$ cat config.mk
export PLATFORM = sky130hd
export DESIGN_NAME = base64url_codec_unit
export DESIGN_NICKNAME = d
export VERILOG_FILES = /design/src/hdl/b64u_pkg.sv /design/src/hdl/b64u_step.sv /design/src/hdl/base64url_codec_unit.sv
export VERILOG_INCLUDE_DIRS = /design/src /design/src/hdl
export SDC_FILE = /design/constraint.sdc
export NUM_CORES = 1
export LEC_CHECK = 0
export BUFFER_PORTS_ARGS = -buffer_cell sky130_fd_sc_hd__buf_2
export CAP_MARGIN = 15
export CORE_MARGIN = 1.5
export CORE_UTILIZATION = 62
export CTS_BUF_LIST = sky130_fd_sc_hd__clkbuf_2
export CTS_CLUSTER_SIZE = 24
export DETAILED_ROUTE_END_ITERATION = 8
export PLACE_DENSITY = 0.84
export SLEW_MARGIN = 20
export SYNTH_ARGS = -nofsm -noshare
export SYNTH_HDL_FRONTEND = slang
export SYNTH_HIERARCHICAL = 1
export SYNTH_SLANG_ARGS = --single-unit
$ cat constraint.sdc
create_clock -name i_clk -period 5.5 [get_ports i_clk]
set_clock_uncertainty 0.1 [all_clocks]
set_input_delay 0.55 -clock i_clk [delete_from_list [all_inputs] [get_ports i_clk]]
set_output_delay 0.55 -clock i_clk [all_outputs]
set_load 0.005 [all_outputs]
$ cat src/hdl/base64url_codec_unit_defines.svh
// ----------------------------------------------------------------------------
// Assertion macros for the base64url codec
// Shared property wrappers, clocked on the rising edge and held off in reset.
// ----------------------------------------------------------------------------
`ifndef BASE64URL_CODEC_UNIT_DEFINES_SVH
`define BASE64URL_CODEC_UNIT_DEFINES_SVH

// same-cycle implication
`define B64U_ASSERT_IMPL(label, clk, rst_n, ante, cons) \
    label: assert property (@(posedge clk) disable iff (!(rst_n)) (ante) |-> (cons)) \
        else $error("b64u: same-cycle check failed");

// next-cycle implication
`define B64U_ASSERT_NEXT(label, clk, rst_n, ante, cons) \
    label: assert property (@(posedge clk) disable iff (!(rst_n)) (ante) |=> (cons)) \
        else $error("b64u: next-cycle check failed");

`endif

$ cat src/hdl/b64u_pkg.sv
// ----------------------------------------------------------------------------
// b64u_pkg
// Types, codes and alphabet functions for the base64url codec.
// ----------------------------------------------------------------------------
package b64u_pkg;

    localparam int unsigned MaxResults = 3;

    localparam logic [2:0] KIND_DATA       = 3'd0;
    localparam logic [2:0] KIND_END_OK     = 3'd1;
    localparam logic [2:0] KIND_INVALID    = 3'd2;
    localparam logic [2:0] KIND_NONCANON   = 3'd3;
    localparam logic [2:0] KIND_BAD_LENGTH = 3'd4;

    localparam logic [1:0] FAIL_NONE    = 2'd0;
    localparam logic [1:0] FAIL_INVALID = 2'd1;

    localparam logic DIR_ENCODE = 1'b0;
    localparam logic DIR_DECODE = 1'b1;

    // register byte offsets
    localparam logic [2:0] REG_DIRECTION = 3'd0;

    // alphabet anchors
    localparam logic [7:0] CH_UPPER_A = 8'h41;
    localparam logic [7:0] CH_UPPER_Z = 8'h5A;
    localparam logic [7:0] CH_LOWER_A = 8'h61;
    localparam logic [7:0] CH_LOWER_Z = 8'h7A;
    localparam logic [7:0] CH_DIGIT_0 = 8'h30;
    localparam logic [7:0] CH_DIGIT_9 = 8'h39;
    localparam logic [7:0] CH_MINUS   = 8'h2D;
    localparam logic [7:0] CH_UNDER   = 8'h5F;
    localparam logic [5:0] VAL_LOWER  = 6'd26;
    localparam logic [5:0] VAL_DIGIT  = 6'd52;
    localparam logic [5:0] VAL_MINUS  = 6'd62;
    localparam logic [5:0] VAL_UNDER  = 6'd63;

    typedef struct packed {
        logic [7:0] symbol;
        logic       final_item;
    } t_in_item;

    typedef struct packed {
        logic [2:0] kind;
        logic [7:0] value;
        logic       end_of_run;
    } t_out_item;

    typedef struct packed {
        logic [11:0] bit_accumulator;
        logic [3:0]  pending_bits;
        logic [1:0]  length_mod_four;
        logic [1:0]  failure_code;
    } t_stream_state;

    typedef struct packed {
        logic [1:0] count;
        t_out_item  item2;
        t_out_item  item1;
        t_out_item  item0;
    } t_step_result;

    typedef struct packed {
        logic       valid;
        logic [5:0] value;
    } t_dec_char;

    function automatic logic [7:0] enc_char(input logic [5:0] v);
        logic [7:0] c;
        if (v < VAL_LOWER) begin
            c = CH_UPPER_A + 8'(v);
        end else if (v < VAL_DIGIT) begin
            c = CH_LOWER_A + 8'(v - VAL_LOWER);
        end else if (v < VAL_MINUS) begin
            c = CH_DIGIT_0 + 8'(v - VAL_DIGIT);
        end else if (v == VAL_MINUS) begin
            c = CH_MINUS;
        end else begin
            c = CH_UNDER;
        end
        return c;
    endfunction

    function automatic t_dec_char dec_char(input logic [7:0] c);
        t_dec_char d;
        d = '0;
        if (c inside {[CH_UPPER_A:CH_UPPER_Z]}) begin
            d.valid = 1'b1;
            d.value = 6'(c - CH_UPPER_A);
        end else if (c inside {[CH_LOWER_A:CH_LOWER_Z]}) begin
            d.valid = 1'b1;
            d.value = 6'(c - CH_LOWER_A) + VAL_LOWER;
        end else if (c inside {[CH_DIGIT_0:CH_DIGIT_9]}) begin
            d.valid = 1'b1;
            d.value = 6'(c - CH_DIGIT_0) + VAL_DIGIT;
        end else if (c == CH_MINUS) begin
            d.valid = 1'b1;
            d.value = VAL_MINUS;
        end else if (c == CH_UNDER) begin
            d.valid = 1'b1;
            d.value = VAL_UNDER;
        end
        return d;
    endfunction

endpackage

$ cat src/hdl/b64u_step.sv
// ----------------------------------------------------------------------------
// b64u_step
// One item's worth of encode or decode: next stream state and up to three
// result items.
// ----------------------------------------------------------------------------
module b64u_step (
    input  logic                   i_direction,
    input  b64u_pkg::t_stream_state i_state,
    input  b64u_pkg::t_in_item     i_item,
    output b64u_pkg::t_stream_state o_next_state,
    output b64u_pkg::t_step_result o_result
);

    b64u_pkg::t_out_item  res [b64u_pkg::MaxResults];
    logic [1:0]           n;
    logic [4:0]           p;
    logic [11:0]          acc;
    logic [11:0]          mask;
    logic [1:0]           len_n;
    logic [1:0]           fail_n;
    logic [2:0]           kind_s;
    b64u_pkg::t_dec_char  d;

    always_comb begin
        for (int k = 0; k < b64u_pkg::MaxResults; k++) begin
            res[k] = '0;
        end
        n      = 2'd0;
        acc    = i_state.bit_accumulator;
        p      = {1'b0, i_state.pending_bits};
        len_n  = i_state.length_mod_four;
        fail_n = i_state.failure_code;
        mask   = '0;
        kind_s = b64u_pkg::KIND_END_OK;
        d      = b64u_pkg::dec_char(i_item.symbol);

        if (i_direction == b64u_pkg::DIR_ENCODE) begin
            acc = {i_state.bit_accumulator[3:0], i_item.symbol};
            p   = p + 5'd8;
            // at most two characters out of the new byte
            if (p >= 5'd6) begin
                p        = p - 5'd6;
                res[0]   = '{b64u_pkg::KIND_DATA, b64u_pkg::enc_char(6'(acc >> p)), 1'b0};
                n        = 2'd1;
            end
            if (p >= 5'd6) begin
                p        = p - 5'd6;
                res[1]   = '{b64u_pkg::KIND_DATA, b64u_pkg::enc_char(6'(acc >> p)), 1'b0};
                n        = 2'd2;
            end
            if (i_item.final_item) begin
                // flush leftover bits, zero-filled on the right
                if (p != 5'd0 && p < 5'd6) begin
                    res[n] = '{b64u_pkg::KIND_DATA,
                               b64u_pkg::enc_char(6'(acc << (5'd6 - p))), 1'b0};
                    n      = n + 2'd1;
                end
                res[n] = '{b64u_pkg::KIND_END_OK, 8'd0, 1'b1};
                n      = n + 2'd1;
            end
        end else begin
            len_n = i_state.length_mod_four + 2'd1;
            if (!d.valid) begin
                fail_n = b64u_pkg::FAIL_INVALID;
            end else if (i_state.failure_code == b64u_pkg::FAIL_NONE) begin
                acc = {i_state.bit_accumulator[5:0], d.value};
                p   = p + 5'd6;
                if (p >= 5'd8) begin
                    p      = p - 5'd8;
                    res[0] = '{b64u_pkg::KIND_DATA, 8'(acc >> p), 1'b0};
                    n      = 2'd1;
                end
            end
            if (i_item.final_item) begin
                mask = (p >= 5'd12) ? 12'hFFF : ~(12'hFFF << p);
                if (len_n == 2'd1) begin
                    kind_s = b64u_pkg::KIND_BAD_LENGTH;
                end else if (fail_n != b64u_pkg::FAIL_NONE) begin
                    kind_s = b64u_pkg::KIND_INVALID;
                end else if ((acc & mask) != 12'd0) begin
                    kind_s = b64u_pkg::KIND_NONCANON;
                end else begin
                    kind_s = b64u_pkg::KIND_END_OK;
                end
                res[n] = '{kind_s, 8'd0, 1'b1};
                n      = n + 2'd1;
            end
        end

        if (i_item.final_item) begin
            o_next_state = '0;
        end else begin
            o_next_state.bit_accumulator = acc;
            o_next_state.pending_bits    = p[3:0];
            o_next_state.length_mod_four = len_n;
            o_next_state.failure_code    = fail_n;
        end

        o_result.count = n;
        o_result.item0 = res[0];
        o_result.item1 = res[1];
        o_result.item2 = res[2];
    end

endmodule

$ cat src/hdl/base64url_codec_unit.sv
// An accepted item passes the input stage, then the result buffer. Throughput:
// one item per cycle at the input while the buffer drains in time; results
// leave one per cycle through the single result port while i_out_ready is
// high. An item waits until the last result of the one before it leaves.
// Reset (synchronous, active low) clears the direction to encode, the stream
// state, the input stage and the result buffer.
// ----------------------------------------------------------------------------
// base64url_codec_unit
// Unpadded base64url encoder/decoder with an APB direction register.
// ----------------------------------------------------------------------------
`include "base64url_codec_unit_defines.svh"

module base64url_codec_unit (
    input  logic                i_clk,
    input  logic                i_rst_n,
    // input item channel
    input  logic                i_in_valid,
    output logic                o_in_ready,
    input  b64u_pkg::t_in_item  i_in_item,
    // result item channel
    output logic                o_out_valid,
    input  logic                i_out_ready,
    output b64u_pkg::t_out_item o_out_item,
    // APB configuration port
    input  logic                psel,
    input  logic                penable,
    input  logic                pwrite,
    input  logic [2:0]          paddr,
    input  logic [31:0]         pwdata,
    output logic [31:0]         prdata,
    output logic                pready
);

    // configuration
    logic                     r_direction;
    logic                     cfg_we;

    // stream state
    b64u_pkg::t_stream_state  r_state;
    b64u_pkg::t_stream_state  n_state;

    // input stage
    logic                     r_in_valid;
    b64u_pkg::t_in_item       r_in_item;

    // result buffer: up to three items per input item, drained from r_head
    b64u_pkg::t_out_item      r_buf [b64u_pkg::MaxResults];
    logic [1:0]               r_head;
    logic [1:0]               r_cnt;

    b64u_pkg::t_step_result   step_res;
    logic                     out_fire;
    logic                     buf_free;
    logic                     proc;

    // ---- APB ----
    // paddr[2] selects the register index; only index 0 exists
    assign pready = 1'b1;
    assign cfg_we = psel && penable && pwrite && (paddr[2] == b64u_pkg::REG_DIRECTION[2]);
    assign prdata = (paddr[2] == b64u_pkg::REG_DIRECTION[2]) ? {31'd0, r_direction} : 32'd0;

    // ---- handshake ----
    assign o_out_valid = (r_cnt != 2'd0);
    assign o_out_item  = r_buf[r_head];
    assign out_fire    = o_out_valid && i_out_ready;
    // buffer can take a new batch when it is empty or its last item leaves now
    assign buf_free    = (r_cnt == 2'd0) || ((r_cnt == 2'd1) && out_fire);
    assign proc        = r_in_valid && buf_free;
    assign o_in_ready  = !r_in_valid || proc;

    b64u_step u_step (
        .i_direction  (r_direction),
        .i_state      (r_state),
        .i_item       (r_in_item),
        .o_next_state (n_state),
        .o_result     (step_res)
    );

    // ---- control and state ----
    always_ff @(posedge i_clk) begin
        if (!i_rst_n) begin
            r_direction <= b64u_pkg::DIR_ENCODE;
            r_state     <= '0;
            r_in_valid  <= 1'b0;
            r_head      <= 2'd0;
            r_cnt       <= 2'd0;
        end else begin
            if (i_in_valid && o_in_ready) begin
                r_in_valid <= 1'b1;
            end else if (proc) begin
                r_in_valid <= 1'b0;
            end

            if (cfg_we) begin
                // a direction write abandons any open stream
                r_direction <= pwdata[0];
                r_state     <= '0;
            end else if (proc) begin
                r_state <= n_state;
            end

            if (proc) begin
                r_head <= 2'd0;
                r_cnt  <= step_res.count;
            end else if (out_fire) begin
                r_head <= r_head + 2'd1;
                r_cnt  <= r_cnt - 2'd1;
            end
        end
    end

    // ---- payload ----
    always_ff @(posedge i_clk) begin
        if (i_in_valid && o_in_ready) begin
            r_in_item <= i_in_item;
        end
        if (proc) begin
            r_buf[0] <= step_res.item0;
            r_buf[1] <= step_res.item1;
            r_buf[2] <= step_res.item2;
        end
    end

    // ---- assertions ----
    // a status result is exactly the one that closes a stream
    `B64U_ASSERT_IMPL(a_status_is_end, i_clk, i_rst_n, o_out_valid, ((o_out_item.kind == b64u_pkg::KIND_DATA) == !o_out_item.end_of_run))
    // buffer reads never run past the last entry
    `B64U_ASSERT_IMPL(a_buf_bounds, i_clk, i_rst_n, o_out_valid, (({1'b0, r_head} + {1'b0, r_cnt}) <= 3'd3))
    // a held input stage keeps its item until the buffer frees up
    `B64U_ASSERT_NEXT(a_stage_holds, i_clk, i_rst_n, (r_in_valid && !proc), (r_in_valid && $stable(r_in_item)))
    // a direction write leaves a clean stream
    `B64U_ASSERT_NEXT(a_cfg_clears, i_clk, i_rst_n, cfg_we, (r_state == '0))

endmodule
# ---- Word-level counts from Yosys, hierarchy flattened
# Memory sizes are Yosys's and may differ from the RTL's. A register that Yosys moved wholly into a read port is not among the register bits.
# Index checks and enable logic that the tools add are counted.
dict set report totals {
  ram_bits 36
  regBits 35
  out_inout_bits 47
  elab_cells 208
  memories 1
  in_bits 51
}
dict set report op_classes {
  shift 5
  muxes 88
  n_bitwise 10
  n_reduce_logical 29
  n_eq_ne 7
  order_cmp 26
  n_addsub 32
}
# memory depth word_bits read_ports rd_clocked_by_memory_dff wr line
set mem_list {}
lappend mem_list {r_buf 3 12 1 1 3 base64url_codec_unit.sv:47} ;# b64u_pkg::t_out_item r_buf [b64u_pkg::MaxResults];
# cell count
set ops {}
lappend ops {{36-bit two-way mux} 6}
lappend ops {{12-bit two-way mux} 13}
lappend ops {{8-bit two-way mux} 12}
lappend ops {{36-bit bitwise mux} 2}
lappend ops {{12-bit demux with 2-bit select} 3}
lappend ops {{7-bit two-way mux} 8}
lappend ops {{2-bit two-way mux} 20}
lappend ops {{5-bit two-way mux} 8}
lappend ops {{6-bit < comparator, second input constant} 6}
lappend ops {{30-bit AND} 1}
lappend ops {{30-bit NOT} 1}
lappend ops {{9-bit two-way mux} 3}
lappend ops {{6-bit by 8-bit adder with 8-bit output, first input constant} 3}
lappend ops {{7-bit by 6-bit adder with 8-bit output, first input constant} 3}
lappend ops {{7-bit by 8-bit adder with 8-bit output, first input constant} 3}
lappend ops {{12-bit by 5-bit right shift with 6-bit output} 2}
lappend ops {{6-bit by 5-bit subtractor with 7-bit output, second input constant} 3}
lappend ops {{6-bit by 6-bit subtractor with 7-bit output, second input constant} 3}
lappend ops {{20-bit two-way mux} 1}
lappend ops {{6-bit == test, second input constant} 3}
lappend ops {{6-bit by 5-bit < comparator with 1-bit output, second input constant} 3}
lappend ops {{8-bit by 7-bit >= comparator with 1-bit output, second input constant} 2}
lappend ops {{8-bit by 7-bit <= comparator with 1-bit output, second input constant} 2}
lappend ops {{1-bit logical AND} 14}
lappend ops {{40 further kinds} 72}

# ---- Depth between registers and ports, before layout
# Gate-level depths: netlist of the first run.
dict set report logic_depth {
  word_depth 24
  mapped_depth 21
}

# ---- Cells and area by module
# The synthesis of the first run kept the hierarchy.
# module seq_area_each_um2 cells_each area_per_inst_um2 n_inst
set by_module_without_submodules {}
lappend by_module_without_submodules {b64u_step 0.0 790 5471.5 1}
lappend by_module_without_submodules {base64url_codec_unit 1911.8 252 2971.6 1}

# ---- Least setup slack after synthesis of the first run
# OpenSTA, ideal clock, no wires.
dict set report synth_path {
  path_type {reg-to-reg}
  from {register r_state[5] (netlist name)}
  to {memory r_buf[1][7] (netlist name) (data pin)}
  setup_slack_ns 0.896
  stages_incl_launch_ff 21
  setup_ns 0.261
  required_ns 5.139
  arrival_ns 4.243
  path_buffers 6
  path_cell_list {dfxtp_1 > buf_2 > buf_2 > buf_1 > clkbuf_1 > xor2_1 > ha_1 > clkbuf_1 > mux4_2 > inv_1 > nor3_1 > nand3b_1 > clkbuf_1 > nand3_1 > ha_1 > inv_1 > a41oi_1 > a311oi_1 > o21bai_1 > a32oi_1 > o21ai_1}
}
# element line
set synth_rtl {}
lappend synth_rtl {{from (decl)} base64url_codec_unit.sv:39} ;# b64u_pkg::t_stream_state r_state;
lappend synth_rtl {{from (signal assigned)} base64url_codec_unit.sv:99} ;# r_state <= n_state;
lappend synth_rtl {{to (decl)} base64url_codec_unit.sv:47}

==> results of run 1 <==
-- flip-flops by register name (all words and copies together) (netlist names), named ones only --
signal,count
r_direction,1
r_state,19
r_cnt,2
r_head,2
r_in_valid,1
r_in_item,9
r_buf,36
-- cells in the final DEF, fill, tap and decap left out, types with 5 or more instances in the layout --
cell type	instances
sky130_fd_sc_hd__a221oi_1	6
sky130_fd_sc_hd__nand2b_1	11
sky130_fd_sc_hd__nand3_1	50
sky130_fd_sc_hd__mux4_2	15
sky130_fd_sc_hd__nand2_1	109
sky130_fd_sc_hd__a31oi_1	10
sky130_fd_sc_hd__buf_2	32
sky130_fd_sc_hd__conb_1	34
sky130_fd_sc_hd__mux2i_1	40
sky130_fd_sc_hd__and3_1	12
sky130_fd_sc_hd__and2_1	10
sky130_fd_sc_hd__nor2b_1	12
sky130_fd_sc_hd__o22ai_1	8
sky130_fd_sc_hd__a211oi_1	12
sky130_fd_sc_hd__o21ai_0	59
sky130_fd_sc_hd__a21oi_1	59
sky130_fd_sc_hd__inv_1	48
sky130_fd_sc_hd__xor2_1	14
sky130_fd_sc_hd__o31ai_1	5
sky130_fd_sc_hd__a32oi_1	5
sky130_fd_sc_hd__nor3_1	22
sky130_fd_sc_hd__nand3b_1	7
sky130_fd_sc_hd__nand4_1	15
sky130_fd_sc_hd__buf_4	21
sky130_fd_sc_hd__o211ai_1	14
sky130_fd_sc_hd__xnor2_1	29
sky130_fd_sc_hd__o221ai_1	6
sky130_fd_sc_hd__dfxtp_1	26
sky130_fd_sc_hd__a21o_1	11
sky130_fd_sc_hd__nor2_1	75
sky130_fd_sc_hd__ha_1	58
sky130_fd_sc_hd__edfxtp_1	45
sky130_fd_sc_hd__clkbuf_2	9
sky130_fd_sc_hd__mux2_2	9
sky130_fd_sc_hd__a311oi_1	13
sky130_fd_sc_hd__a2111oi_0	5
sky130_fd_sc_hd__dlygate4sd3_1	8
-- final cells by class --
| type | instances | area (um2) | area share |
|---|---|---|---|
| diodes | 1 | 2.50 | 0.000288 |
| clock buffers | 9 | 45.0 | 0.00518 |
| clock inverters | 7 | 78.8 | 0.00907 |
| inverters | 52 | 195 | 0.0225 |
| multi-input cells | 841 | 5860 | 0.674 |
| flip-flops and latches | 72 | 1890 | 0.218 |
| well taps | 176 | 220 | 0.0253 |
| repair buffers | 61 | 398 | 0.0458 |
-- routing by layer --
layer | part of all wire | wire [um]
met4 | 0.039 | 890
met1 | 0.41 | 9280
met2 | 0.45 | 10200
met5 | 0 | 0
met3 | 0.11 | 2500
-- worst min-delay path by stage --
stage / startpoint / slack [ps] / to
after floorplan: r_state[12] / 350 / r_state[12]
after global placement: r_state[3] / 380 / r_state[3]
after detailed placement: r_state[3] / 390 / r_state[3]
after CTS: i_in_item[0] / 20 / r_in_item[0]
after global routing: i_in_item[0] / 20 / r_in_item[0]
final: pwdata[0] / 60 / r_direction
-- worst max-delay path, delay by kind of cell, from the launching register on --
family,cells,cell delay (ps)
simple gates,4,810
flops,1,420
fa+ha+maj,2,910
buf+inv,5,920
xor+xnor,1,190
compound gates,5,1410
-- power by group through the flow --
stage	registers [mW]	logic, mW	clock network [mW]
floorplan	0.683	0.687	0
detailed placement	0.716	0.862	0
global placement	0.714	0.843	0
global route	0.711	0.973	0.360
finish	0.704	0.898	0.334
CTS	0.704	0.870	0.338
==> impl_summary.log, run 1 <==
[metrics] startpoint kind of the worst setup timing path: register
[metrics] leakage component of the power: 3.24 nW
[metrics] TritonCTS clock tree: built
[metrics] maximum number of pins on one net before global-route repair: 44
[metrics] Core Area: 0.0132 mm2
[metrics] Post-Synthesis Cells: 1034
[metrics] total power divided by cell area: 223 mW/mm2
[metrics] number of inserted filler cells in the final layout: 1130
[metrics] CTS resizes: 0
[metrics] most repeated library cell on the critical path: sky130_fd_sc_hd__buf_4
[metrics] root buf cell: sky130_fd_sc_hd__clkbuf_2
[metrics] Final Util: 0.656
[metrics] worst hold-check slack: 61.7 ps
[metrics] Setup TNS: 0 ps
[metrics] clock buffers created by TritonCTS: 9
[metrics] GR Layer Usage met1: 0.438
[metrics] routed len/inst: 18.7 um
[metrics] capture point of the worst path: r_buf[0][7]
[metrics] Die Area: 0.0142 mm2
[metrics] setup slack at placement: 678 ps
[metrics] worst reg2reg path endpoint: r_buf[0][7]
[metrics] grt ovf: 0
[metrics] Mapped Avg Cell Area: 8.11 um2
[metrics] global routing usage on met2: 0.487
[metrics] number of standard cells in the final layout excluding fillers: 1219
[metrics] count of nets after finishing: 1146
[metrics] total count of hold-check failures in the final report: 0
[metrics] Crit-path slowest cell: sky130_fd_sc_hd__a2111oi_0
[metrics] Hold Crit Depth: 3
[metrics] startpoint of the most critical register-to-register path: r_state[5]
[metrics] routability congestion estimate from global placement: 1.02
[metrics] count of final max-slew check failures: 0
[metrics] Max H-tree Level: 3
[metrics] instance count after placement with tap cells included: 1194
[metrics] width of the die: 119 um
[metrics] upper clock frequency limit: 200 MHz
[metrics] number of buffers inserted to repair setup after CTS: 0
[metrics] transition at the pin with the smallest max-transition slack: 1010 ps
[metrics] number of clock sinks seen by CTS: 72
[metrics] number of vias per cell: 6.72
[metrics] GRT Max-Usage Layer: met2
[metrics] WP data required: 5750 ps
[metrics] latest clock arrival within the worst-skew pair: 600 ps
[metrics] combinational share of power: 0.464
[metrics] Slew headroom: 0.328
[metrics] detailed placer's ending HPWL: 16300 um
[metrics] Sw Pwr: 0.835 mW
[metrics] switching share of power: 0.431
[metrics] crit path DAT: 5250 ps
[metrics] Hold Crit Class: input port to register
[metrics] setup repair after global routing missed its margin: false
[metrics] total routed wirelength: 22800 um
[metrics] fraction of final layout cells with drive strength greater than 1: 0.115
[metrics] largest fanout on the critical path: 17
[metrics] fraction of power consumed by the clock network: 0.173
[metrics] Boundary Pins: 98
[metrics] DRC violations left: 0
[metrics] Die H: 119 um
[metrics] starting utilization of the core area: 0.633
[metrics] cells along the critical path: inv_1 > buf_4 > ha_1 > buf_4 > buf_4 > nand2_1 > and3_1 > nor2_1 > ha_1 > inv_1 > nand4_1 > o211ai_1 > a2111oi_0 > a32oi_1 > xor2_1 > o21ai_1 > o21ai_1
[metrics] initial antenna violation count: 1
[metrics] layout overhead on the synthesized area: 3.61%
[metrics] hold buffer count at CTS: 8
[metrics] shortest period the worst path allows: 5010 ps
[metrics] combined area of all synthesized cells: 0.00839 mm2
[metrics] post-route cell area: 0.00869 mm2
[metrics] Max Root-Sink Buffers: 2
[metrics] Setup WS post-layout: 493 ps
[metrics] fraction of the cycle the final worst path needs: 0.910
[metrics] setup slack on the worst flop-to-flop path: 490 ps
[metrics] DR vias: 8188
[metrics] Worst-path clk slew: 230 ps
[metrics] critical path launch point: r_state[5]
[metrics] share of power burned in registers: 0.364
[metrics] kind of capture point of the worst setup path: register
[metrics] initial DRC count: 1288
[metrics] Total Routing Usage GR: 0.317
[metrics] number of max-capacitance violations reported: 0
[metrics] Int Pwr: 1.10 mW
[metrics] CP max stage delay: 820 ps
[metrics] remaining number of nets flagged by the antenna check after routing: 0
[metrics] quantity of I/O buffers inserted on ports: 32
[metrics] number of detailed-route iterations in the first pass: 8
[metrics] placed cell areas: 0.00848 mm2
[metrics] met3 Usage GRT: 0.0694
[metrics] Yosys warning count: 6
[metrics] startpoint-to-endpoint class of the critical path: register to register
[metrics] number of setup violations in the final report: 0
[metrics] via count of the first global-routing pass: 7084
[metrics] Rows: 42
[metrics] power consumption: 1.94 mW
[metrics] wire length of the first global-routing pass: 36300 um
[metrics] r2r worst-path depth: 17
[metrics] Worst VDD drop: 0.000125 V
[metrics] result of the run: complete, no violations
No activity file was read; power rests on OpenSTA's default activity.
==> run 2: changes to the inputs <==
--- a/config.mk
+++ b/config.mk
@@ -7,7 +7,8 @@
 export NUM_CORES = 1
 export LEC_CHECK = 0
 export BUFFER_PORTS_ARGS = -buffer_cell sky130_fd_sc_hd__buf_2
-export CAP_MARGIN = 15
+export CAP_MARGIN = 40
+export CORE_ASPECT_RATIO = 2
 export CORE_MARGIN = 1.5
 export CORE_UTILIZATION = 62
 export CTS_BUF_LIST = sky130_fd_sc_hd__clkbuf_2
==> run 2 against run 1 <==
The flow now finishes with violations (DRC); via count increased by 0.29%; cell area shrank 0.22%; utilization is 0.73 points lower; cell count down 1.9%; sequential power grew 0.7%; first-iteration DRC count decreased by 41%; critical endpoint is now r_buf[1][6].
==> impl_summary.log, run 2 (synthesis results as in run 1) <==
[metrics] transition at the pin with the smallest max-transition slack: 856 ps (was 1010 ps)
[metrics] Setup WS post-layout: 696 ps (was 493 ps)
[metrics] area of the multi-input gates: 0.00586 mm2 (unchanged)
[metrics] grt ovf: 0 (unchanged)
[metrics] layout overhead on the synthesized area: 3.39% (was 3.61%)
[metrics] most common cell after layout, fill and taps aside: sky130_fd_sc_hd__nand2_1 (unchanged)
[metrics] detailed placer's ending HPWL: 19100 um (was 16300 um)
[metrics] number of buffers inserted to repair setup after CTS: 0 (unchanged)
[metrics] routed len/inst: 21.4 um (was 18.7 um)
[metrics] total routed wirelength: 25600 um (was 22800 um)
[metrics] remaining number of nets flagged by the antenna check after routing: 0 (unchanged)
[metrics] total count of hold-check failures in the final report: 0 (unchanged)
[metrics] post-route cell area: 0.00867 mm2 (was 0.00869 mm2)
[metrics] number of detailed-route iterations in the first pass: 7 (was 8)
[metrics] power consumption: 1.96 mW (was 1.94 mW)
[metrics] Setup TNS: 0 ps (unchanged)
[metrics] instance count after placement with tap cells included: 1175 (was 1194)
[metrics] result of the run: complete, but fails checks (was complete, no violations)
[metrics] Hold Crit Class: input port to register (unchanged)
[metrics] setup slack at placement: 678 ps (about the same)
[metrics] initial antenna violation count: 1 (unchanged)
[metrics] fraction of the cycle the final worst path needs: 0.874 (was 0.910)
[metrics] largest fanout on the critical path: 16 (was 17)
[metrics] number of standard cells in the final layout excluding fillers: 1196 (was 1219)
[metrics] placed cell areas: 0.00850 mm2 (was 0.00848 mm2)
[metrics] leakage component of the power: 3.28 nW (was 3.24 nW)
[metrics] startpoint kind of the worst setup timing path: register (unchanged)
[metrics] setup repair after global routing missed its margin: false (unchanged)
[metrics] WP data required: 5680 ps (was 5750 ps)
[metrics] fraction of final layout cells with drive strength greater than 1: 0.119 (was 0.115)
[metrics] count of final max-slew check failures: 0 (unchanged)
[metrics] via count of the first global-routing pass: 7794 (was 7084)
[metrics] number of max-capacitance violations reported: 0 (unchanged)
[metrics] Max Root-Sink Buffers: 2 (unchanged)
[metrics] root buf cell: sky130_fd_sc_hd__clkbuf_2 (unchanged)
[metrics] number of clock sinks seen by CTS: 72 (unchanged)
[metrics] Regs by FF count: r_buf (36), r_state (19), r_in_item (9) (unchanged)
[metrics] number of vias per cell: 6.87 (was 6.72)
[metrics] Total Routing Usage GR: 0.362 (was 0.317)
[metrics] hold buffer count at CTS: 0 (was 8)
[metrics] count of nets after finishing: 1144 (was 1146)
[metrics] Worst VDD drop: 0.000246 V (was 0.000125 V)
[metrics] Worst-path clk slew: 220 ps (was 230 ps)
[metrics] Boundary Pins: 98 (unchanged)
[metrics] number of setup violations in the final report: 0 (unchanged)
[metrics] total power divided by cell area: 226 mW/mm2 (was 223 mW/mm2)
[metrics] initial DRC count: 759 (was 1288)
[metrics] shortest period the worst path allows: 4800 ps (was 5010 ps)
[metrics] starting utilization of the core area: 0.628 (was 0.633)
[metrics] Die H: 167 um (was 119 um)
[metrics] wire length of the first global-routing pass: 40400 um (was 36300 um)
[metrics] DRC violations left: 9 (was 0)
[metrics] DR vias: 8212 (was 8188)
[metrics] TritonCTS clock tree: built (unchanged)
[metrics] area used by sequential logic in the layout: 0.00189 mm2 (unchanged)
[metrics] Die Area: 0.0143 mm2 (was 0.0142 mm2)
[metrics] startpoint-to-endpoint class of the critical path: register to register (unchanged)
[metrics] number of inserted filler cells in the final layout: 1208 (was 1130)
[metrics] maximum number of pins on one net before global-route repair: 43 (was 44)
[metrics] upper clock frequency limit: 208 MHz (was 200 MHz)
[metrics] Biggest register: r_buf (unchanged)
[metrics] latest clock arrival within the worst-skew pair: 560 ps (was 600 ps)
[metrics] Largest register FFs: 36 (unchanged)
[metrics] kind of capture point of the worst setup path: register (unchanged)
[metrics] crit path DAT: 4990 ps (was 5250 ps)
[metrics] worst hold-check slack: 57.3 ps (was 61.7 ps)
[metrics] Rows: 60 (was 42)
[metrics] Final Util: 0.649 (was 0.656)
[metrics] Core Area: 0.0134 mm2 (was 0.0132 mm2)
[metrics] Slew headroom: 0.427 (was 0.328)
[metrics] CTS resizes: 0 (unchanged)
[metrics] routability congestion estimate from global placement: 0.989 (was 1.02)
[metrics] highest-count cells in the layout ignoring fill and taps: sky130_fd_sc_hd__nand2_1 (109), sky130_fd_sc_hd__nor2_1 (75), sky130_fd_sc_hd__o21ai_0 (59), sky130_fd_sc_hd__a21oi_1 (59), sky130_fd_sc_hd__ha_1 (58) (unchanged)
[metrics] clock buffers created by TritonCTS: 9 (unchanged)
[metrics] Max H-tree Level: 3 (unchanged)
[metrics] quantity of I/O buffers inserted on ports: 32 (unchanged)
[metrics] failing checks: DRC
[metrics] width of the die: 85.2 um (was 119 um)
==> run 2: cell count changes in the layout (fill, tap and decap cells not counted), sizes merged <==
| cell | previous run | this run |
|---|---|---|
| dlymetal6s2s | 0 | 2 |
| inv | 53 | 52 |
| dlygate4sd3 | 8 | 0 |
| clkinvlp | 0 | 1 |
| buf | 53 | 57 |
==> run 2: path summary, 6_finish.rpt <==
path | from | end | slack [ps] | cells past startpoint
max | r_state[7] | r_buf[1][6] | 700 | 16
max reg2reg | r_state[7] | r_buf[1][6] | 700 | 16
min | i_in_item[4] | r_in_item[4] | 60 | 1
min reg2reg | r_state[15] | r_state[15] | 420 | 2
==> run 2: cell type report <==
| class | instances | area share |
|---|---|---|
| Clock inverter | 7 | 0.00895 |
| Timing Repair Buffer | 59 | 0.0469 |
| Antenna cell | 1 | 0.000289 |
| Inverter | 52 | 0.0225 |
| Sequential cell | 72 | 0.218 |
| Multi-Input combinational cell | 841 | 0.676 |
| Tap cell | 155 | 0.0224 |
| Clock buffer | 9 | 0.00519 |
==> run 2: report_power, final <==
group          switching, mW  internal, mW  leakage, nW
Sequential            0.0602         0.649        0.651
Combinational          0.580         0.355         2.55
Clock                  0.211         0.109       0.0729
==> run 2: metal layers <==
metal / up-vias / track usage / share of wire
met3: 113 / 0.0503 / 0.058
met2: 425 / 0.661 / 0.53
met1: 3894 / 0.377 / 0.34
li1: 3780 / - / -
met4: 0 / 0.233 / 0.076
met5: - / 0 / 0
==> run 2: worst max-delay path, cell delays in order (launching register included) <==
cell and delay, ps:
sky130_fd_sc_hd__dfxtp_1 720, sky130_fd_sc_hd__inv_1 110, sky130_fd_sc_hd__ha_1 350, sky130_fd_sc_hd__xor2_1 230
sky130_fd_sc_hd__ha_1 280, sky130_fd_sc_hd__xnor2_1 440, sky130_fd_sc_hd__nor3_1 120, sky130_fd_sc_hd__buf_4 180
sky130_fd_sc_hd__nand2_1 180, sky130_fd_sc_hd__inv_1 110, sky130_fd_sc_hd__ha_1 270, sky130_fd_sc_hd__a31o_2 240
sky130_fd_sc_hd__o21ai_0 250, sky130_fd_sc_hd__a22o_1 250, sky130_fd_sc_hd__a21oi_1 80, sky130_fd_sc_hd__nor3_1 470
sky130_fd_sc_hd__o22ai_1 160
